===== config.mk =====
export PLATFORM = sky130hd
export DESIGN_NAME = frame_check_seq_loss_counter_top
export DESIGN_NICKNAME = d
export VERILOG_FILES = /design/src/rtl/fcslc_pkg.sv /design/src/rtl/frame_check_seq_loss_counter_top.sv /design/src/rtl/fcslc_cfg.sv /design/src/rtl/fcslc_core.sv
export SDC_FILE = /design/constraint.sdc
export NUM_CORES = 1
export LEC_CHECK = 0
export ABC_AREA = 1
export BUFFER_PORTS_ARGS = -buffer_cell sky130_fd_sc_hd__buf_4
export CAP_MARGIN = 40
export CORE_UTILIZATION = 40
export CTS_BUF_LIST = sky130_fd_sc_hd__clkbuf_4
export CTS_CLUSTER_DIAMETER = 80
export DETAILED_ROUTE_END_ITERATION = 12
export GPL_TIMING_DRIVEN = 0
export SLEW_MARGIN = 0
export SYNTH_ARGS = -nofsm -noshare
export SYNTH_HDL_FRONTEND = slang
export SYNTH_HIERARCHICAL = 1
export SYNTH_SLANG_ARGS = --single-unit
export TNS_END_PERCENT = 50

===== constraint.sdc =====
create_clock -name clk_i -period 8.85 [get_ports clk_i]
set_input_delay 0.885 -clock clk_i [delete_from_list [all_inputs] [get_ports clk_i]]
set_output_delay 0.885 -clock clk_i [all_outputs]
set_load 0.005 [all_outputs]

===== src/rtl/fcslc_pkg.sv =====
// Package: types, codes and constants of the frame checker and loss counter.
package fcslc_pkg;

  // Request kinds
  localparam logic REQ_FRAME_BYTE = 1'b0;
  localparam logic REQ_CLEAR      = 1'b1;

  // Result kinds
  localparam logic OUT_PAYLOAD = 1'b0;
  localparam logic OUT_VERDICT = 1'b1;

  // Verdict codes
  localparam logic [1:0] ST_OK       = 2'd0;
  localparam logic [1:0] ST_SHORT    = 2'd1;
  localparam logic [1:0] ST_BAD_MARK = 2'd2;
  localparam logic [1:0] ST_BAD_LEN  = 2'd3;

  // Register indexes
  localparam int unsigned CfgIdxW = 2;
  localparam logic [CfgIdxW-1:0] REG_HEADER_WORD = 2'd0;
  localparam logic [CfgIdxW-1:0] REG_TAIL_WORD   = 2'd1;
  localparam logic [CfgIdxW-1:0] REG_MAX_GAP     = 2'd2;

  // Register reset values
  localparam logic [15:0] HEADER_RST  = 16'h55AA;
  localparam logic [15:0] TAIL_RST    = 16'hAA55;
  localparam logic [15:0] MAX_GAP_RST = 16'd1000;

  // Frame layout: byte positions from the start of the frame
  localparam logic [15:0] POS_HDR_LO  = 16'd0;
  localparam logic [15:0] POS_HDR_HI  = 16'd1;
  localparam logic [15:0] POS_SEQ_LO  = 16'd2;
  localparam logic [15:0] POS_SEQ_HI  = 16'd3;
  localparam logic [15:0] POS_LEN_LO  = 16'd4;
  localparam logic [15:0] POS_LEN_HI  = 16'd5;
  localparam logic [15:0] POS_PAYLOAD = 16'd6;
  localparam logic [15:0] POS_MAX     = 16'hFFFF;
  localparam logic [15:0] MIN_FRAME_LEN = 16'd8;

  localparam logic [31:0] CNT_MAX = 32'hFFFF_FFFF;

  typedef struct packed {
    logic       req_type;
    logic [7:0] data_byte;
    logic       last_byte;
  } in_req_t;

  typedef struct packed {
    logic        out_kind;
    logic [7:0]  payload_byte;
    logic [1:0]  frame_status;
    logic [15:0] frame_seq;
    logic [31:0] recv_count;
    logic [31:0] lost_count;
  } out_res_t;

  typedef struct packed {
    logic [15:0] header_word;
    logic [15:0] tail_word;
    logic [15:0] max_gap;
  } cfg_t;

endpackage


===== src/rtl/frame_check_seq_loss_counter_top.sv =====
// Top level of the frame checker and sequence loss counter.
//
//   channel | direction | handshake                 | payload
//   --------+-----------+---------------------------+------------------------------------
//   in      | sink      | in_valid_i / in_ready_o   | in_req_i (fcslc_pkg::in_req_t)
//   out     | source    | out_valid_o / out_ready_i | out_res_o (fcslc_pkg::out_res_t)
//   cfg     | sink      | cfg_valid_i / cfg_ready_o | cfg_index_i, cfg_data_i
//
// One request is taken every cycle unless a result stalls. An accepted request
// is held in the input register, worked by the core from there, and its result
// is loaded into the result register, which drives the out channel.
// The checks and saturating adds between the two registers are combinational,
// so only a stalled result slows the input down.
// Reset clears the frame assembly state, the statistics and both valid flags,
// and loads the register defaults; no clearing pass follows.
// While the result register is full and not taken, a request that yields a
// result holds in the input register and in_ready_o drops; requests that
// yield nothing still advance.
module frame_check_seq_loss_counter_top (
  input  logic                          clk_i,
  input  logic                          rst_ni,
  input  logic                          in_valid_i,
  output logic                          in_ready_o,
  input  fcslc_pkg::in_req_t            in_req_i,
  output logic                          out_valid_o,
  input  logic                          out_ready_i,
  output fcslc_pkg::out_res_t           out_res_o,
  input  logic                          cfg_valid_i,
  output logic                          cfg_ready_o,
  input  logic [fcslc_pkg::CfgIdxW-1:0] cfg_index_i,
  input  logic [15:0]                   cfg_data_i
);

  fcslc_pkg::cfg_t     cfg;
  fcslc_pkg::in_req_t  in_req_q;
  fcslc_pkg::out_res_t res;
  fcslc_pkg::out_res_t out_res_q;
  logic                in_valid_q;
  logic                out_valid_q;
  logic                res_valid;
  logic                advance;

  fcslc_cfg u_cfg (
    .clk_i       (clk_i),
    .rst_ni      (rst_ni),
    .cfg_valid_i (cfg_valid_i),
    .cfg_ready_o (cfg_ready_o),
    .cfg_index_i (cfg_index_i),
    .cfg_data_i  (cfg_data_i),
    .cfg_o       (cfg)
  );

  // Advance the held request when its result (if any) has somewhere to go
  assign advance    = in_valid_q && (!res_valid || !out_valid_q || out_ready_i);
  assign in_ready_o = !in_valid_q || advance;

  fcslc_core u_core (
    .clk_i       (clk_i),
    .rst_ni      (rst_ni),
    .step_i      (advance),
    .req_i       (in_req_q),
    .cfg_i       (cfg),
    .res_valid_o (res_valid),
    .res_o       (res)
  );

  // Input register
  always_ff @(posedge clk_i or negedge rst_ni) begin
    if (!rst_ni) begin
      in_valid_q <= 1'b0;
    end else if (in_ready_o) begin
      in_valid_q <= in_valid_i;
    end
  end

  always_ff @(posedge clk_i) begin
    if (in_ready_o && in_valid_i) begin
      in_req_q <= in_req_i;
    end
  end

  // Result register: load a fresh result, otherwise drop the taken one
  always_ff @(posedge clk_i or negedge rst_ni) begin
    if (!rst_ni) begin
      out_valid_q <= 1'b0;
    end else if (advance && res_valid) begin
      out_valid_q <= 1'b1;
    end else if (out_ready_i) begin
      out_valid_q <= 1'b0;
    end
  end

  always_ff @(posedge clk_i) begin
    if (advance && res_valid) begin
      out_res_q <= res;
    end
  end

  assign out_valid_o = out_valid_q;
  assign out_res_o   = out_res_q;

endmodule


===== src/rtl/fcslc_cfg.sv =====
// Configuration register file: header word, tail word and largest counted gap.
module fcslc_cfg (
  input  logic                              clk_i,
  input  logic                              rst_ni,
  input  logic                              cfg_valid_i,
  output logic                              cfg_ready_o,
  input  logic [fcslc_pkg::CfgIdxW-1:0]     cfg_index_i,
  input  logic [15:0]                       cfg_data_i,
  output fcslc_pkg::cfg_t                   cfg_o
);

  fcslc_pkg::cfg_t cfg_q, cfg_d;

  assign cfg_ready_o = 1'b1;

  always_comb begin
    cfg_d = cfg_q;
    if (cfg_valid_i) begin
      unique case (cfg_index_i)
        fcslc_pkg::REG_HEADER_WORD: cfg_d.header_word = cfg_data_i;
        fcslc_pkg::REG_TAIL_WORD:   cfg_d.tail_word   = cfg_data_i;
        fcslc_pkg::REG_MAX_GAP:     cfg_d.max_gap     = cfg_data_i;
        default:                    cfg_d = cfg_q; // drop writes beyond the map
      endcase
    end
  end

  always_ff @(posedge clk_i or negedge rst_ni) begin
    if (!rst_ni) begin
      cfg_q.header_word <= fcslc_pkg::HEADER_RST;
      cfg_q.tail_word   <= fcslc_pkg::TAIL_RST;
      cfg_q.max_gap     <= fcslc_pkg::MAX_GAP_RST;
    end else begin
      cfg_q <= cfg_d;
    end
  end

  assign cfg_o = cfg_q;

endmodule


===== src/rtl/fcslc_core.sv =====
// Frame assembly state, header/tail/length checks and saturating statistics.
module fcslc_core (
  input  logic                 clk_i,
  input  logic                 rst_ni,
  input  logic                 step_i,
  input  fcslc_pkg::in_req_t   req_i,
  input  fcslc_pkg::cfg_t      cfg_i,
  output logic                 res_valid_o,
  output fcslc_pkg::out_res_t  res_o
);

  logic [15:0] pos_q, pos_d;
  logic [15:0] hdr_q, hdr_d;
  logic [15:0] seq_q, seq_d;
  logic [15:0] len_q, len_d;
  logic [15:0] recent_q, recent_d;
  logic [15:0] exp_seq_q, exp_seq_d;
  logic        started_q, started_d;
  logic [31:0] recv_q, recv_d;
  logic [31:0] lost_q, lost_d;

  logic [7:0]  b;
  logic [15:0] count;
  logic [15:0] gap;
  logic [32:0] lost_sum;

  always_comb begin
    b         = req_i.data_byte;
    pos_d     = pos_q;
    hdr_d     = hdr_q;
    seq_d     = seq_q;
    len_d     = len_q;
    recent_d  = recent_q;
    exp_seq_d = exp_seq_q;
    started_d = started_q;
    recv_d    = recv_q;
    lost_d    = lost_q;
    count     = (pos_q != fcslc_pkg::POS_MAX) ? pos_q + 16'd1 : pos_q;
    gap       = '0;
    lost_sum  = '0;
    res_valid_o = 1'b0;
    res_o       = '0;

    if (req_i.req_type == fcslc_pkg::REQ_CLEAR) begin
      pos_d     = '0;
      hdr_d     = '0;
      seq_d     = '0;
      len_d     = '0;
      recent_d  = '0;
      exp_seq_d = '0;
      started_d = 1'b0;
      recv_d    = '0;
      lost_d    = '0;
    end else begin
      // Capture the fixed header fields
      if (pos_q == fcslc_pkg::POS_HDR_LO) begin
        hdr_d    = {8'd0, b};
        seq_d    = '0;
        len_d    = '0;
        recent_d = {b, 8'd0};
      end else begin
        recent_d = {b, recent_q[15:8]};
        case (pos_q)
          fcslc_pkg::POS_HDR_HI: hdr_d = {b, hdr_q[7:0]};
          fcslc_pkg::POS_SEQ_LO: seq_d = {8'd0, b};
          fcslc_pkg::POS_SEQ_HI: seq_d = {b, seq_q[7:0]};
          fcslc_pkg::POS_LEN_LO: len_d = {8'd0, b};
          fcslc_pkg::POS_LEN_HI: len_d = {b, len_q[7:0]};
          default:               hdr_d = hdr_q;
        endcase
      end

      if (!req_i.last_byte) begin
        pos_d = count;
        if (pos_q >= fcslc_pkg::POS_PAYLOAD && hdr_q == cfg_i.header_word &&
            (pos_q - fcslc_pkg::POS_PAYLOAD) < len_q) begin
          res_valid_o        = 1'b1;
          res_o.out_kind     = fcslc_pkg::OUT_PAYLOAD;
          res_o.payload_byte = b;
        end
      end else begin
        pos_d       = '0;
        res_valid_o = 1'b1;
        res_o.out_kind = fcslc_pkg::OUT_VERDICT;
        if (count < fcslc_pkg::MIN_FRAME_LEN) begin
          res_o.frame_status = fcslc_pkg::ST_SHORT;
        end else if (hdr_d != cfg_i.header_word || recent_d != cfg_i.tail_word) begin
          res_o.frame_status = fcslc_pkg::ST_BAD_MARK;
        end else begin
          recv_d = (recv_q == fcslc_pkg::CNT_MAX) ? recv_q : recv_q + 32'd1;
          // First counted frame only sets the expected sequence
          gap       = started_q ? seq_d - exp_seq_q : 16'd0;
          started_d = 1'b1;
          lost_sum  = {1'b0, lost_q} + {17'd0, gap};
          if (gap != 16'd0 && gap <= cfg_i.max_gap) begin
            lost_d = lost_sum[32] ? fcslc_pkg::CNT_MAX : lost_sum[31:0];
          end
          exp_seq_d = seq_d + 16'd1;
          res_o.frame_status = (len_d != 16'd0 &&
                                len_d <= count - fcslc_pkg::MIN_FRAME_LEN)
                               ? fcslc_pkg::ST_OK : fcslc_pkg::ST_BAD_LEN;
          res_o.frame_seq = seq_d;
        end
        res_o.recv_count = recv_d;
        res_o.lost_count = lost_d;
      end
    end
  end

  always_ff @(posedge clk_i or negedge rst_ni) begin
    if (!rst_ni) begin
      pos_q     <= '0;
      hdr_q     <= '0;
      seq_q     <= '0;
      len_q     <= '0;
      recent_q  <= '0;
      exp_seq_q <= '0;
      started_q <= 1'b0;
      recv_q    <= '0;
      lost_q    <= '0;
    end else if (step_i) begin
      pos_q     <= pos_d;
      hdr_q     <= hdr_d;
      seq_q     <= seq_d;
      len_q     <= len_d;
      recent_q  <= recent_d;
      exp_seq_q <= exp_seq_d;
      started_q <= started_d;
      recv_q    <= recv_d;
      lost_q    <= lost_d;
    end
  end

endmodule


==> results of run 1 <==
power by group through the flow:
stage | Combinational [mW] | Sequential [mW] | Clock, mW
after floorplan | 0.335 | 1.59 | 0
after global placement | 0.500 | 1.61 | 0
after detailed placement | 0.515 | 1.61 | 0
after CTS | 0.517 | 1.58 | 1.47
after global routing | 0.581 | 1.59 | 1.54
final | 0.517 | 1.58 | 1.42
synth_stat cells (all sizes together) (22+ instances only):
cell type,n,share of area (%)
a21oi,86,2.2
nor2,191,4.3
dfstp,22,2.9
ha,86,5.4
o21ai,118,3.0
clkbuf,40,0.75
edfxtp,101,15
nand3,197,5.2
xor2,83,3.7
dfrtp,181,23
o22ai,67,2.4
buf,50,1.7
nor3,71,1.8
inv,355,6.7
nand2,751,14
nand4,110,3.5
logic make-up after synthesis:
logic type | Yosys count | synth area share, %
adders and majority gates | 88 | 5.61
muxes | 1 | 0.0566
and+or+nand+nor | 1390 | 31.5
other | 1 | 0.0189
xor gates and xnor gates | 87 | 3.83
AOI/OAI and AO/OA | 303 | 8.83
buffers and inverters | 448 | 9.20
DFF | 304 | 40.9
through the flow:
| stage | power [mW] | std cells | setup slack, ns |
|---|---|---|---|
| finish | 3.52 | 3579 | 2.04 |
| global route | 3.71 | 3578 | 1.64 |
| CTS | 3.56 | 3576 | 2.20 |
| detailed placement | 2.12 | 3412 | 2.20 |
| global placement | 2.11 | 3408 | 1.59 |
| floorplan | 1.92 | 2622 | 3.52 |
repair_timing:
| action | 4_1_cts | 5_1_grt |
|---|---|---|
| hold buffers | 1 | 0 |
| setup buffers | 0 | 0 |
| hold endpoints to repair | 52 | 0 |
area by class of cell:
| class | instances | area, sq um |
|---|---|---|
| Antenna cell | 3 | 7.51 |
| Buffer | 90 | 479 |
| Clock buffer | 127 | 953 |
| Clock inverter | 36 | 245 |
| Fill cell | 4976 | 26000 |
| Inverter | 358 | 1350 |
| Multi-Input combinational cell | 1870 | 9920 |
| Sequential cell | 304 | 8140 |
| Tap cell | 664 | 831 |
| Timing Repair Buffer | 127 | 1030 |
routing by layer:
layer | wire length [microns] | GRT usage, % | part of all wire, % | vias to the layer above
li1 | - | - | - | 9151
met1 | 28800 | 34.0 | 45 | 8967
met2 | 30100 | 41.8 | 47 | 585
met3 | 3200 | 3.87 | 5.0 | 131
met4 | 2290 | 11.0 | 3.6 | 0
met5 | 0 | 0 | 0 | -
worst max-delay path, delay by kind of cell, from the launching register on:
family          cells  cell delay [ns]
buf+inv             7             1.85
compound gates     10             1.67
flops               1             0.49
fa+ha+maj           3             0.94
simple gates        9             1.62
final timing paths:
kind	end	from	slack (ns)
max	out_res_o[18]$_DFFE_PP_	u_core/pos_q[0]$_DFFE_PN0P_	2.04
min	in_req_q[3]$_DFFE_PP_	in_req_i[3]	0.24
max reg2reg	out_res_o[18]$_DFFE_PP_	u_core/pos_q[0]$_DFFE_PN0P_	2.04
min reg2reg	u_cfg/cfg_o[3]$_DFFE_PN1P_	u_cfg/cfg_o[3]$_DFFE_PN1P_	0.46
max in group asynchronous	u_core/recent_q[15]$_DFFE_PN0P_	rst_ni	7.09
min in group asynchronous	u_core/recv_q[20]$_DFFE_PN0P_	rst_ni	0.58
flip-flops by register name (all words and copies together) (netlist names):
| name | count |
|---|---|
| u_core/recent_q | 8 |
| u_core/recv_q | 32 |
| out_valid_o | 1 |
| u_core/lost_q | 32 |
| in_req_q | 10 |
| u_core/started_q | 1 |
| u_core/len_q | 16 |
| u_core/seq_q | 16 |
| in_valid_q | 1 |
| u_core/hdr_q | 16 |
| u_core/exp_seq_q | 16 |
| u_cfg/cfg_o | 48 |
| out_res_o | 91 |
| u_core/pos_q | 16 |
==> results.md, run 1 <==
- The worst setup path is captured at a flop.
- The floorplan step defined a die boundary enclosing a little over 50000 sq um.
- The areal power density over the cells is between 150 and 200 nW/um^2.
- The post-route cell area is 23000 sq um.
- The fraction of power consumed by sequential logic is 45.0%.
- Subtracting the final worst setup slack from the clock period gives 6.81 ns.
- The clock drives 304 sinks.
- The count of flip-flops with a built-in enable after synthesis is 101.
- Max-cap violations in this run came to 0.
- In this run the tightest slew margin relative to its limit is 38.0%.
- Port buffering added 122 buffers.
- Cells fill 46.9% of the core in the end.
- The most numerous cell type found on the critical path is sky130_fd_sc_hd__a21oi_1.
- The total routed wirelength is 64400 microns.
- The net count after synthesis is around 2700.
- The largest buffer count on any clock path is 3.
- The distinct cell type count after synthesis is 59.
- The largest single stage delay on the critical path is 0.49 ns.
- The flow ran to the end, and the final reports show no timing, DRC or antenna violations.
- Summed over all nets, the half-perimeter wirelength after detailed placement is 49000 microns.
- The die is 225 microns tall.
- The final-report hold violation count was 0.
- The first TritonRoute pass finished after 5 iterations.
- The overall routing resource usage is approximately a quarter.
- The floorplan has slightly above 80 rows.
- The tightest hold path in the finished design has a slack of 0.235 ns.
- The cell with the biggest individual delay on the critical path is sky130_fd_sc_hd__dfrtp_1.
- In this run, post-CTS repair resized a total of 0 instances.
- The tree is rooted in a sky130_fd_sc_hd__clkbuf_4.
- The post-synthesis instance area is 19900 sq um.
- The area growth from synthesis to layout is 15.4%.
- The share of total power dissipated in the clock network is roughly two fifths.
- The critical path is of the flop to flop type.
- Cell internal power was estimated by the tool at 2.45 mW.
- The total setup violations reported at the end of the flow is 0.
- The data arrival at the endpoint of the critical path is approximately 7.4 ns.
- The detailed router's first-iteration violation count is 1515.
- In this run the count of I/O pins placed on the die edge is 127.
- The first global-routing pass estimated 101000 microns of wire.
- The cell depth of the worst flop-to-flop path is 29.
- For this design the total switching power over the nets is 1.07 mW.
- The largest net degree at the start of global routing is 83.
- The horizontal die dimension is 225 microns.
- After synthesis, the share of flip-flops with an asynchronous set or reset is 66.8%.
- Of the total power, the share spent switching nets is a little under a third.
- The average size of a mapped cell is 7.58 sq um.
- For this run, design rule violations remaining after detail routing come to 0.
- The number of global-route vias before repair is 18348.
- In this run, CTS created clock tree buffers numbering 88.
- The count of yosys warnings during synthesis is 6.
- In this run the cell area measured after placement is 21700 sq um.
- The proportion of synthesized chip area in sequential cells is 40.9%.
- IR analysis of the VDD net gives a maximum drop of 72.4 uV.
- The TritonCTS clock tree is done.
- The type of origin of the critical path is a flop.
- The number of antenna violations at the first check in global routing came to 2.
- The required time of the worst setup path is 9.44 ns.
- The final number of max-transition violations is 0.
- Of all nets on the critical path, the largest fanout is 10.
- For this configuration, the core starts out at a cell density of 40.6%.
- The clock-pin slew reported for the worst setup and hold paths after clock tree synthesis is roughly 0.06 ns.
- The number of flip-flops and latches in the synthesized netlist is 304.
- Clock skew on the completed layout was measured at 0.0604 ns.
- In this run the static leakage power is 11.1 nW.
- Global routing finished with a remaining overflow of 0.
- The number of nets in the layout is 2960.
- The worst-margin pin slew is 0.927 ns.
- In the layout the commonest cells are 740 x sky130_fd_sc_hd__nand2_1, 347 x sky130_fd_sc_hd__inv_1, 193 x sky130_fd_sc_hd__nand3_1.
- After floorplanning, the core was sized to cover 49000 sq um.
- The number of routed nets with antenna violations is 0.
- The routed layout has about 19000 vias.
- Cells with a size suffix above 1 make up 13.6% of the layout.
- Static timing analysis puts the maximum clock frequency at 147 MHz.
- Combinational logic is responsible for between 10% and 20% of the overall power.
- The mean number of vias per cell is 5.26.
- Of the available clock period, the critical path in the final layout requires 76.9%.
- The routability congestion estimate is between 0.9 and 1.
- Leaving out fill and tap cells, the most frequent cell in the layout is sky130_fd_sc_hd__nand2_1.
- The worst hold path class is primary input to flop.
- Setup repair after global routing left no endpoint under its margin.
- The routed wire length per instance is around 18 microns.
- The total negative slack for setup checks is 0 ns.
- Counting every instance in the synthesized netlist gives 2622.
- The insertion delay to the later sink of the worst-skew pair is around 0.86 ns.
- The number of levels in the clock H-tree is 3.
- For this run, the leading register cell type out of synthesis is sky130_fd_sc_hd__dfrtp_1.
- Counting instances, the worst hold path has a depth of 1.
(Power assumes the default switching activity.)
==> run 2, diff against run 1 <==
Settings changed: ABC_AREA 1 to 0.
Clock period 8.85 ns to 5.95 ns, I/O delays scaled along.
==> run 2 against run 1 <==
Non-clock buffer count increased by 106. Register-to-register slack got worse by 1.9 ns. Largest power group unchanged. Combinational power increased by 92%. Cell count decreased by 18%. Largest cell class unchanged.
==> results.md, run 2 <==
- The run finished with clean final reports.
- After legalization and detailed placement, the total HPWL measured approximately 44000 microns.
- The post-route worst hold slack is 0.0615 ns.
- Leaving out fill and tap cells, the most frequent cell in the layout is sky130_fd_sc_hd__buf_4.
- The library cells used most frequently in the layout, excluding fill and tap cells, are 190 x sky130_fd_sc_hd__buf_4, 178 x sky130_fd_sc_hd__dfrtp_1, 163 x sky130_fd_sc_hd__nand2_1.
- The final worst clock skew is 0.0663 ns.
- The most instantiated flip-flop cell in the synthesis netlist is sky130_fd_sc_hd__dfrtp_1.
- The maximum single-stage delay on the critical path is about 0.37 ns.
- For this run, design rule violations remaining after detail routing come to 0.
- The clock-pin slew reported for the worst setup and hold paths after clock tree synthesis is ~0.070 ns.
- The largest buffer count on any clock path is 3.
- In this run the register-to-register setup slack is 0.14 ns.
- The number of nets in the layout is around 2400.
- The worst register-to-register path begins at u_core/pos_q[14]$_DFFE_PN0P_.
- The net switching share of the total power is between 30% and 40%.
- The final-report hold violation count is 0.
- The core region is 46500 sq um.
- The detailed router finished its first iteration with 1441 violations.
- The synthesized netlist contains between 80 and 90 unique library cells.
- The final number of max-transition violations was 0.
- Dividing total power by cell area gives a power density of 229 nW/um^2.
- The reported net switching power is 1.62 mW.
- The fraction of registers with async set or reset after synthesis is 66.8%.
- The post-synthesis cell type with the largest combined area is sky130_fd_sc_hd__dfrtp_1.
- The placement-stage cell area is between 20000 and 25000 sq um.
- Together, buffers and inverters on the worst path number 5.
- In this run the biggest area consumer among cell types represents 24.1% of the synthesized area.
- Along the worst path, the maximum fanout reaches 8.
- The worst-margin pin slew is ~0.99 ns.
- The internal portion of the total power is 3.74 mW.
- The post-route cell area is 23400 sq um.
- The setup path with the least slack is of type flop to flop.
- The register with the most flip-flops in the layout has 91 of them.
- The share of the core filled with cells in the final layout is about half.
- For the worst flop-to-flop path, the logic depth is 25.
- STA puts the critical path data arrival time at 6.34 ns.
- The count of nets left with antenna violations once routing finished came out at 0.
- In this run the top signal layer used is met4.
- For this run, the top clock speed supported by timing is about 170 MHz.
- Summed over all cells, the static leakage comes to 10.0 nW.
- The origin of the worst setup path is u_core/pos_q[14]$_DFFE_PN0P_.
- The insertion delay to the later sink of the worst-skew pair is 0.84 ns.
- The capturing point of the worst reg2reg path is out_res_o[29]$_DFFE_PP_.
- The worst path meets setup with 0.143 ns of slack.
- Yosys attributes the largest share of cell area to sky130_fd_sc_hd__dfrtp_1 24%, sky130_fd_sc_hd__edfxtp_1 16%, sky130_fd_sc_hd__ha_1 5.7%.
- The count of flip-flops with a built-in enable after synthesis is 101.
- The proportion of synthesized chip area in sequential cells is between 40% and 50%.
- Max-cap violations in this run came to 0.
- Global routing consumed, over all layers together, 25.3% of the routing resources.
- Setup repair after global routing could not meet its margin everywhere.
- The clock group share of total power is 37.0%.
- The horizontal die dimension is between 200 and 250 microns.
- OpenSTA, run right after detailed placement, puts the worst setup slack at -2.79 ns.
- The headroom to the max-slew limit is 33.7%.
- The largest net degree at the start of global routing is 106.
- Wire segments on met3 add up to about 3800 microns in the final route.
- The post-synthesis instance area is roughly 19000 sq um.
- The fraction of power consumed by sequential logic is between 40% and 50%.
- The worst supply voltage drop on vdd is 117 uV.
- The number of cells on the worst hold path is 2.
- The routed wire length per instance is approximately 21 microns.
- After detailed routing, the number of vias per cell comes to 5.80.
- Dividing the final minimum period by the clock period gives 97.6%.
- The power share of the combinational group is 18.5%.
- The net count after synthesis is 2099.
- Counting instances in the post-synthesis netlist gives the leading cell types as 181 x sky130_fd_sc_hd__dfrtp_1, 177 x sky130_fd_sc_hd__nand2_1, 146 x sky130_fd_sc_hd__nor2_1.
- TritonCTS built the clock tree.
- The number of clock buffers added by TritonCTS is 84.
- Global routing finished with a remaining overflow of 0.
- The startpoint of the most critical hold path is cfg_data_i[3].
- Routability-driven placement finished with a final weighted congestion of 0.930.
- The first detailed-routing pass ran for 7 iterations.
- The clock drives around 300 sinks.
- In this run the count of I/O pins placed on the die edge is roughly 130.
- Summing over every cut layer, the via total after detailed routing is 17068.
- The most numerous cell in the Yosys netlist is sky130_fd_sc_hd__dfrtp_1.
- The first global-routing pass estimated 93800 microns of wire.
- The total routed wirelength is 61400 microns.
- The worst setup path is captured at a flop.
- The most critical setup path has its endpoint at out_res_o[29]$_DFFE_PP_.
- The number of standard cells after synthesis is 1978.
- During synthesis, Yosys emitted a total of 6 warnings.
- Setup violations remaining at the end of the flow were counted as 0.
- A synthesized cell averages 9.50 sq um.
- Once the floorplan was initialized, standard cells occupied 40.5% of the core.
- The final critical delay including setup and external delays is 5.81 ns.
- The routed length on met2 is between 20000 and 30000 microns.
- At the worst endpoint, the required time is 6.48 ns.
- Relative to the synthesized area, the layout overhead comes to 24.3%.
- In this run the worst hold path is classified as primary input to flop.
- On the critical path the largest part of the delay comes from compound AO/OA/AOI/OAI gates.
- The routed length on met1 is ~27000 microns.
- The number of global-route vias before repair is 16559.
- The H-tree generated during clock tree synthesis spans 3 levels.
- Clock tree synthesis selected as its root buffer the cell sky130_fd_sc_hd__clkbuf_4.
- The die area is 47900 sq um.
- The initialized floorplan defines 79 standard-cell rows.
- The slowest stage of the critical path is the sky130_fd_sc_hd__dfrtp_1 cell.
- The vertical extent of the die is between 200 and 250 microns.
- In this run the number of cells on the critical path is 25.
- In this run, synthesis produced a sequential element count of approximately 300.
- Input and output buffers added on the ports amount to 125.
- The number of antenna violations at the first check in global routing is 3.
- The worst setup path is launched from a flop.
- Of the cells placed in the final design, the portion with a size suffix greater than 1 is between 20% and 30%.
run 2: repair_timing:
action	CTS	global route
gates resized for setup	116	117
hold endpoints to repair	130	1
setup endpoints to repair	97	98
pin swaps	20	45
cloned	1	0
buffers inserted	22	38
hold buffers	17	1
run 2: kinds of logic (layout without fill, tap and decap cells):
family,count (synthesis),count (layout),share of synthesized area [%]
adders and majority gates,88,88,5.94
buffers and inverters,240,596,5.08
xor gates and xnor gates,105,105,4.89
AOI/OAI and AO/OA,488,488,18.0
and+or+nand+nor,681,681,18.6
other,1,3,0.0200
muxes,71,71,4.12
DFF,304,304,43.3
run 2: worst min-delay path by stage:
| stage | end | slack [ns] |
|---|---|---|
| finish | u_cfg/cfg_o[35]$_DFFE_PN1P_ | 0.06 |
| global route | u_cfg/cfg_o[35]$_DFFE_PN1P_ | -0.002 |
| CTS | u_cfg/cfg_o[43]$_DFFE_PN0P_ | 0.0007 |
| detailed placement | u_core/lost_q[11]$_DFFE_PN0P_ | 0.41 |
| global placement | u_core/exp_seq_q[3]$_DFFE_PN0P_ | 0.46 |
| floorplan | in_valid_q$_DFFE_PN0P_ | 0.30 |
run 2: power by group through the flow:
stage	Clock, mW	Combinational, mW	Sequential (mW)
6_report	1.98	0.991	2.38
3_5_place_dp	0	0.793	2.42
4_1_cts	2.05	0.895	2.38
5_1_grt	2.16	1.06	2.39
3_3_place_gp	0	0.767	2.42
2_1_floorplan	0	0.521	2.38
run 2: routing by layer:
layer,global-route usage [%],up-vias
met5,0,-
met4,8.96,0
met3,4.16,122
met2,41.8,677
met1,33.4,8365
li1,-,7904
run 2: cell type report:
class	count	area (sq um)
clock buffers	121	908
flip-flops and latches	304	8140
repair buffers	216	1790
well taps	607	759
multi-input cells	1434	10500
diodes	2	5.00
plain buffers	107	567
inverters	122	459
fillers	4348	23100
clock inverters	30	194
run 2: worst reg2reg max path: stages, from the launching register on:
cell and delay (ns):
sky130_fd_sc_hd__dfrtp_1 0.37, sky130_fd_sc_hd__buf_6 0.14, sky130_fd_sc_hd__nor4_4 0.35, sky130_fd_sc_hd__buf_4 0.18, sky130_fd_sc_hd__nand4_1 0.23, sky130_fd_sc_hd__nand2b_4 0.25
sky130_fd_sc_hd__a22o_1 0.24, sky130_fd_sc_hd__nand2_2 0.09, sky130_fd_sc_hd__inv_2 0.06, sky130_fd_sc_hd__ha_4 0.24, sky130_fd_sc_hd__a21o_1 0.19, sky130_fd_sc_hd__or3_4 0.34
sky130_fd_sc_hd__o21a_4 0.26, sky130_fd_sc_hd__a31oi_4 0.14, sky130_fd_sc_hd__mux2i_2 0.29, sky130_fd_sc_hd__buf_4 0.16, sky130_fd_sc_hd__ha_1 0.28, sky130_fd_sc_hd__a21o_1 0.20
sky130_fd_sc_hd__a21o_1 0.21, sky130_fd_sc_hd__a221oi_4 0.36, sky130_fd_sc_hd__o31ai_4 0.15, sky130_fd_sc_hd__buf_4 0.19, sky130_fd_sc_hd__nand3_1 0.19, sky130_fd_sc_hd__o21ai_2 0.10
sky130_fd_sc_hd__a21oi_1 0.26, sky130_fd_sc_hd__a211oi_4 0.08
run 2: through the flow:
stage          instances  TNS [ns]  power [mW]
3_3_place_gp        2710   -338.65        3.19
3_5_place_dp        2721   -167.89        3.21
5_1_grt             2943    -0.807        5.62
2_1_floorplan       1978    -16.19        2.90
6_report            2943         0        5.36
4_1_cts             2905   -0.0918        5.32
==> run 3, diff against run 2 <==
Settings changed: CORE_UTILIZATION 40 to 29.
==> run 3 against run 2 <==
First-iteration DRC count is 14% lower. Via count is 1.6% higher. Setup slack worse by 0.073 ns. Clock power is 3% higher. Clock skew is 0.0053 ns higher. Cell count is 9.8% higher. Register-to-register slack worse by 0.07 ns. Non-clock buffer count is 39 higher. Wire length is 3.8% higher. Maximum frequency is 1.2% lower. Die area is 38% higher. Worst hold slack better by 0.033 ns. Critical endpoint is now out_res_o[18]$_DFFE_PP_.
==> results.md, run 3 (synthesis results as in run 2) <==
- The routed wire length per instance is 19.7 microns.
- Measured against its own limit, the worst slew margin works out to 37.1%.
- The worst path in the final design needs a cycle of 5.88 ns, including I/O delays and setup.
- The final route contains 17340 vias.
- Together, buffers and inverters on the worst path number 8.
- The kind of cell adding the most delay to the critical path is compound AO/OA/AOI/OAI gates.
- Clock-pin slew was measured on the worst setup and hold paths at roughly 0.060 ns.
- The register with the most flip-flops in the layout has 91 of them.
- The number of routed nets with antenna violations is 0.
- The standard-cell row count is 92.
- The TritonCTS clock tree is done.
- The number of maximum-capacitance violations is 0.
- The flow ran to the end, and the final reports show no timing, DRC or antenna violations.
- The number of global-route vias before repair is about 17000.
- The H-tree was split into 3 levels.
- After detailed placement, the total cell area comes to 21000 sq um.
- The data arrival at the endpoint of the critical path is 6.41 ns.
- The largest net degree at the start of global routing is 115.
- Leaving out fill and tap cells, the most frequent cell in the layout is sky130_fd_sc_hd__buf_4.
- The number of ports placed on the die boundary is ~130.
- Derived from the worst setup path, the maximum achievable clock frequency is 170 MHz.
- The worst flop-to-flop path startpoint is u_core/pos_q[6]$_DFFE_PN0P_.
- The type of origin of the critical path is a flop.
- In the routed design, unresolved DRC markers number 0.
- The number of cells on the worst hold path is 2.
- IR analysis of the VDD net gives a maximum drop of around 110 uV.
- The area growth from synthesis to layout is 29.0%.
- Dividing total power by cell area gives a power density of around 220 nW/um^2.
- In the layout the commonest cells are 215 x sky130_fd_sc_hd__buf_4, 181 x sky130_fd_sc_hd__dfrtp_1, 163 x sky130_fd_sc_hd__nand2_1.
- The number of antenna violations at the first check in global routing is 1.
- For the worst setup path, the data required time is 6.48 ns.
- The number of sinks driven by the clock tree is 304.
- The pre-antenna-repair detailed-routing pass consisted of 5 iterations.
- The static leakage power is 10.4 nW.
- In this run the register-to-register setup slack is 0.07 ns.
- Input and output buffers added on the ports amount to ~130.
- After layout, the worst path uses about 100% of the clock period.
- Setup violations remaining at the end of the flow were counted as 0.
- The layout has 6336 filler cells.
- The total clock buffers created by CTS is 89.
- The total routed wirelength is 63700 microns.
- The share of post-route cells with drive strength above 1 is 27.9%.
- The horizontal die dimension is approximately 260 microns.
- In this run, the number of DRC markers left after iteration 0 of detailed routing was ~1200.
- In this run the most critical hold path is launched from cfg_data_i[4].
- The capturing point of the worst reg2reg path is out_res_o[18]$_DFFE_PP_.
- The first-pass GRT wire length is 97300 microns.
- The final number of max-transition violations came to 0.
- The later pin in the worst-skew pair is clocked with a latency of 0.84 ns.
- The global route total overflow is 0.
- The overall routing resource usage is 18.6%.
- Using the TritonRoute via totals, the vias-per-cell ratio works out to 5.37.
- At the pin with the least slew margin, the transition time is ~0.94 ns.
- The vertical extent of the die is 257 microns.
- The cell sitting at the root of the clock tree is a sky130_fd_sc_hd__clkbuf_4.
- The routability congestion estimate is ~0.93.
- The post-route cell area is 24200 sq um.
- After floorplanning, the core was sized to cover 63500 sq um.
- The type of destination of the critical path is a flop.
- The number of cells on the worst reg-to-reg path is 28.
- For this run, the post-layout net count is 2435.
- Once the floorplan was initialized, standard cells occupied slightly below 30% of the core.
- The final HPWL from detailed placement is 45400 microns.
- The final-report hold violation count is 0.
- The slowest stage of the critical path belongs to the cell sky130_fd_sc_hd__dfrtp_1.
- The worst hold path class is primary input to flop.
- The floorplan step defined a die boundary enclosing 65800 sq um.
- The critical path start-end classification is flop to flop.
- Between clock sinks in the finished design, the worst skew comes to 0.0716 ns.
- Summed over all failing endpoints, the final setup total negative slack is 0 ns.
- The maximum single-stage delay on the critical path is 0.40 ns.
- The design draws 5.40 mW.
- The path with the worst hold slack has its endpoint at u_cfg/cfg_o[36]$_DFFE_PN0P_.
- The largest buffer count on any clock path is 3.
- Setup repair after global routing could not meet its margin everywhere.
- Along the worst path, the maximum fanout reaches 7.
## run 3: routing by layer
metal | wire length (microns) | up-vias | global-route usage [%]
met2 | 30900 | 645 | 30.7
met1 | 27200 | 8545 | 24.1
li1 | - | 8001 | -
met3 | 3470 | 149 | 3.25
met4 | 2150 | 0 | 7.29
met5 | 0 | - | 0
## run 3: power by group
| group | internal, mW | switching (mW) | leakage [nW] |
|---|---|---|---|
| Clock | 1.05 | 0.976 | 0.680 |
| Sequential | 2.28 | 0.106 | 3.69 |
| Combinational | 0.423 | 0.563 | 5.98 |
| Total | 3.75 | 1.65 | 10.4 |
## run 3: layout make-up
type                       instances  area, sq um  share of cell area, %
buffer                           108          622                   2.57
tap                              846         1060                   4.37
timing repair buffer             254         2110                   8.69
antenna                            1         2.50                 0.0103
clock inverter                    25          119                  0.490
sequential                       304         8140                   33.6
inverter                         122          459                   1.89
multi-input combinational       1435        10700                   44.2
clock buffer                     137         1030                   4.24
## run 3: what timing repair did
action | CTS | global route
pin swaps | 20 | 60
resized for setup | 150 | 148
setup buffers | 30 | 59
setup endpoints to repair | 102 | 109
hold endpoints to repair | 118 | 2
hold buffers | 22 | 1
gates cloned | 0 | 4
## run 3: stage by stage
step	instances	setup slack, ns	util, %	hold WS [ns]
floorplan	1978	-0.457	-	0.299
global placement	2949	-3.12	32.7	0.465
detailed placement	2962	-2.85	33.0	0.469
CTS	3168	-0.0153	36.5	0.000854
global route	3232	-0.162	38.1	0.0214
finish	3232	0.0696	38.1	0.0949
## run 3: worst max path at each step
stage	from	to	slack [ns]	cells after the start
5_1_grt	u_core/pos_q[13]$_DFFE_PN0P_	out_res_o[18]$_DFFE_PP_	-0.16	28
3_5_place_dp	u_core/pos_q[10]$_DFFE_PN0P_	out_res_o[12]$_DFFE_PP_	-2.85	28
6_report	u_core/pos_q[6]$_DFFE_PN0P_	out_res_o[18]$_DFFE_PP_	0.07	28
4_1_cts	u_core/pos_q[14]$_DFFE_PN0P_	out_res_o[26]$_DFFE_PP_	-0.02	23
3_3_place_gp	u_core/pos_q[13]$_DFFE_PN0P_	out_res_o[15]$_DFFE_PP_	-3.12	25
2_1_floorplan	u_core/pos_q[13]$_DFFE_PN0P_	out_res_o[10]$_DFFE_PP_	-0.46	27
## run 3: worst register-to-register path: cells and delay by family (launching register included)
kind / cells / cell delay [ns]
compound gates: 8 / 1.64
fa+ha+maj: 2 / 0.44
buf+inv: 8 / 1.08
flops: 1 / 0.40
mux: 1 / 0.39
simple gates: 9 / 1.63
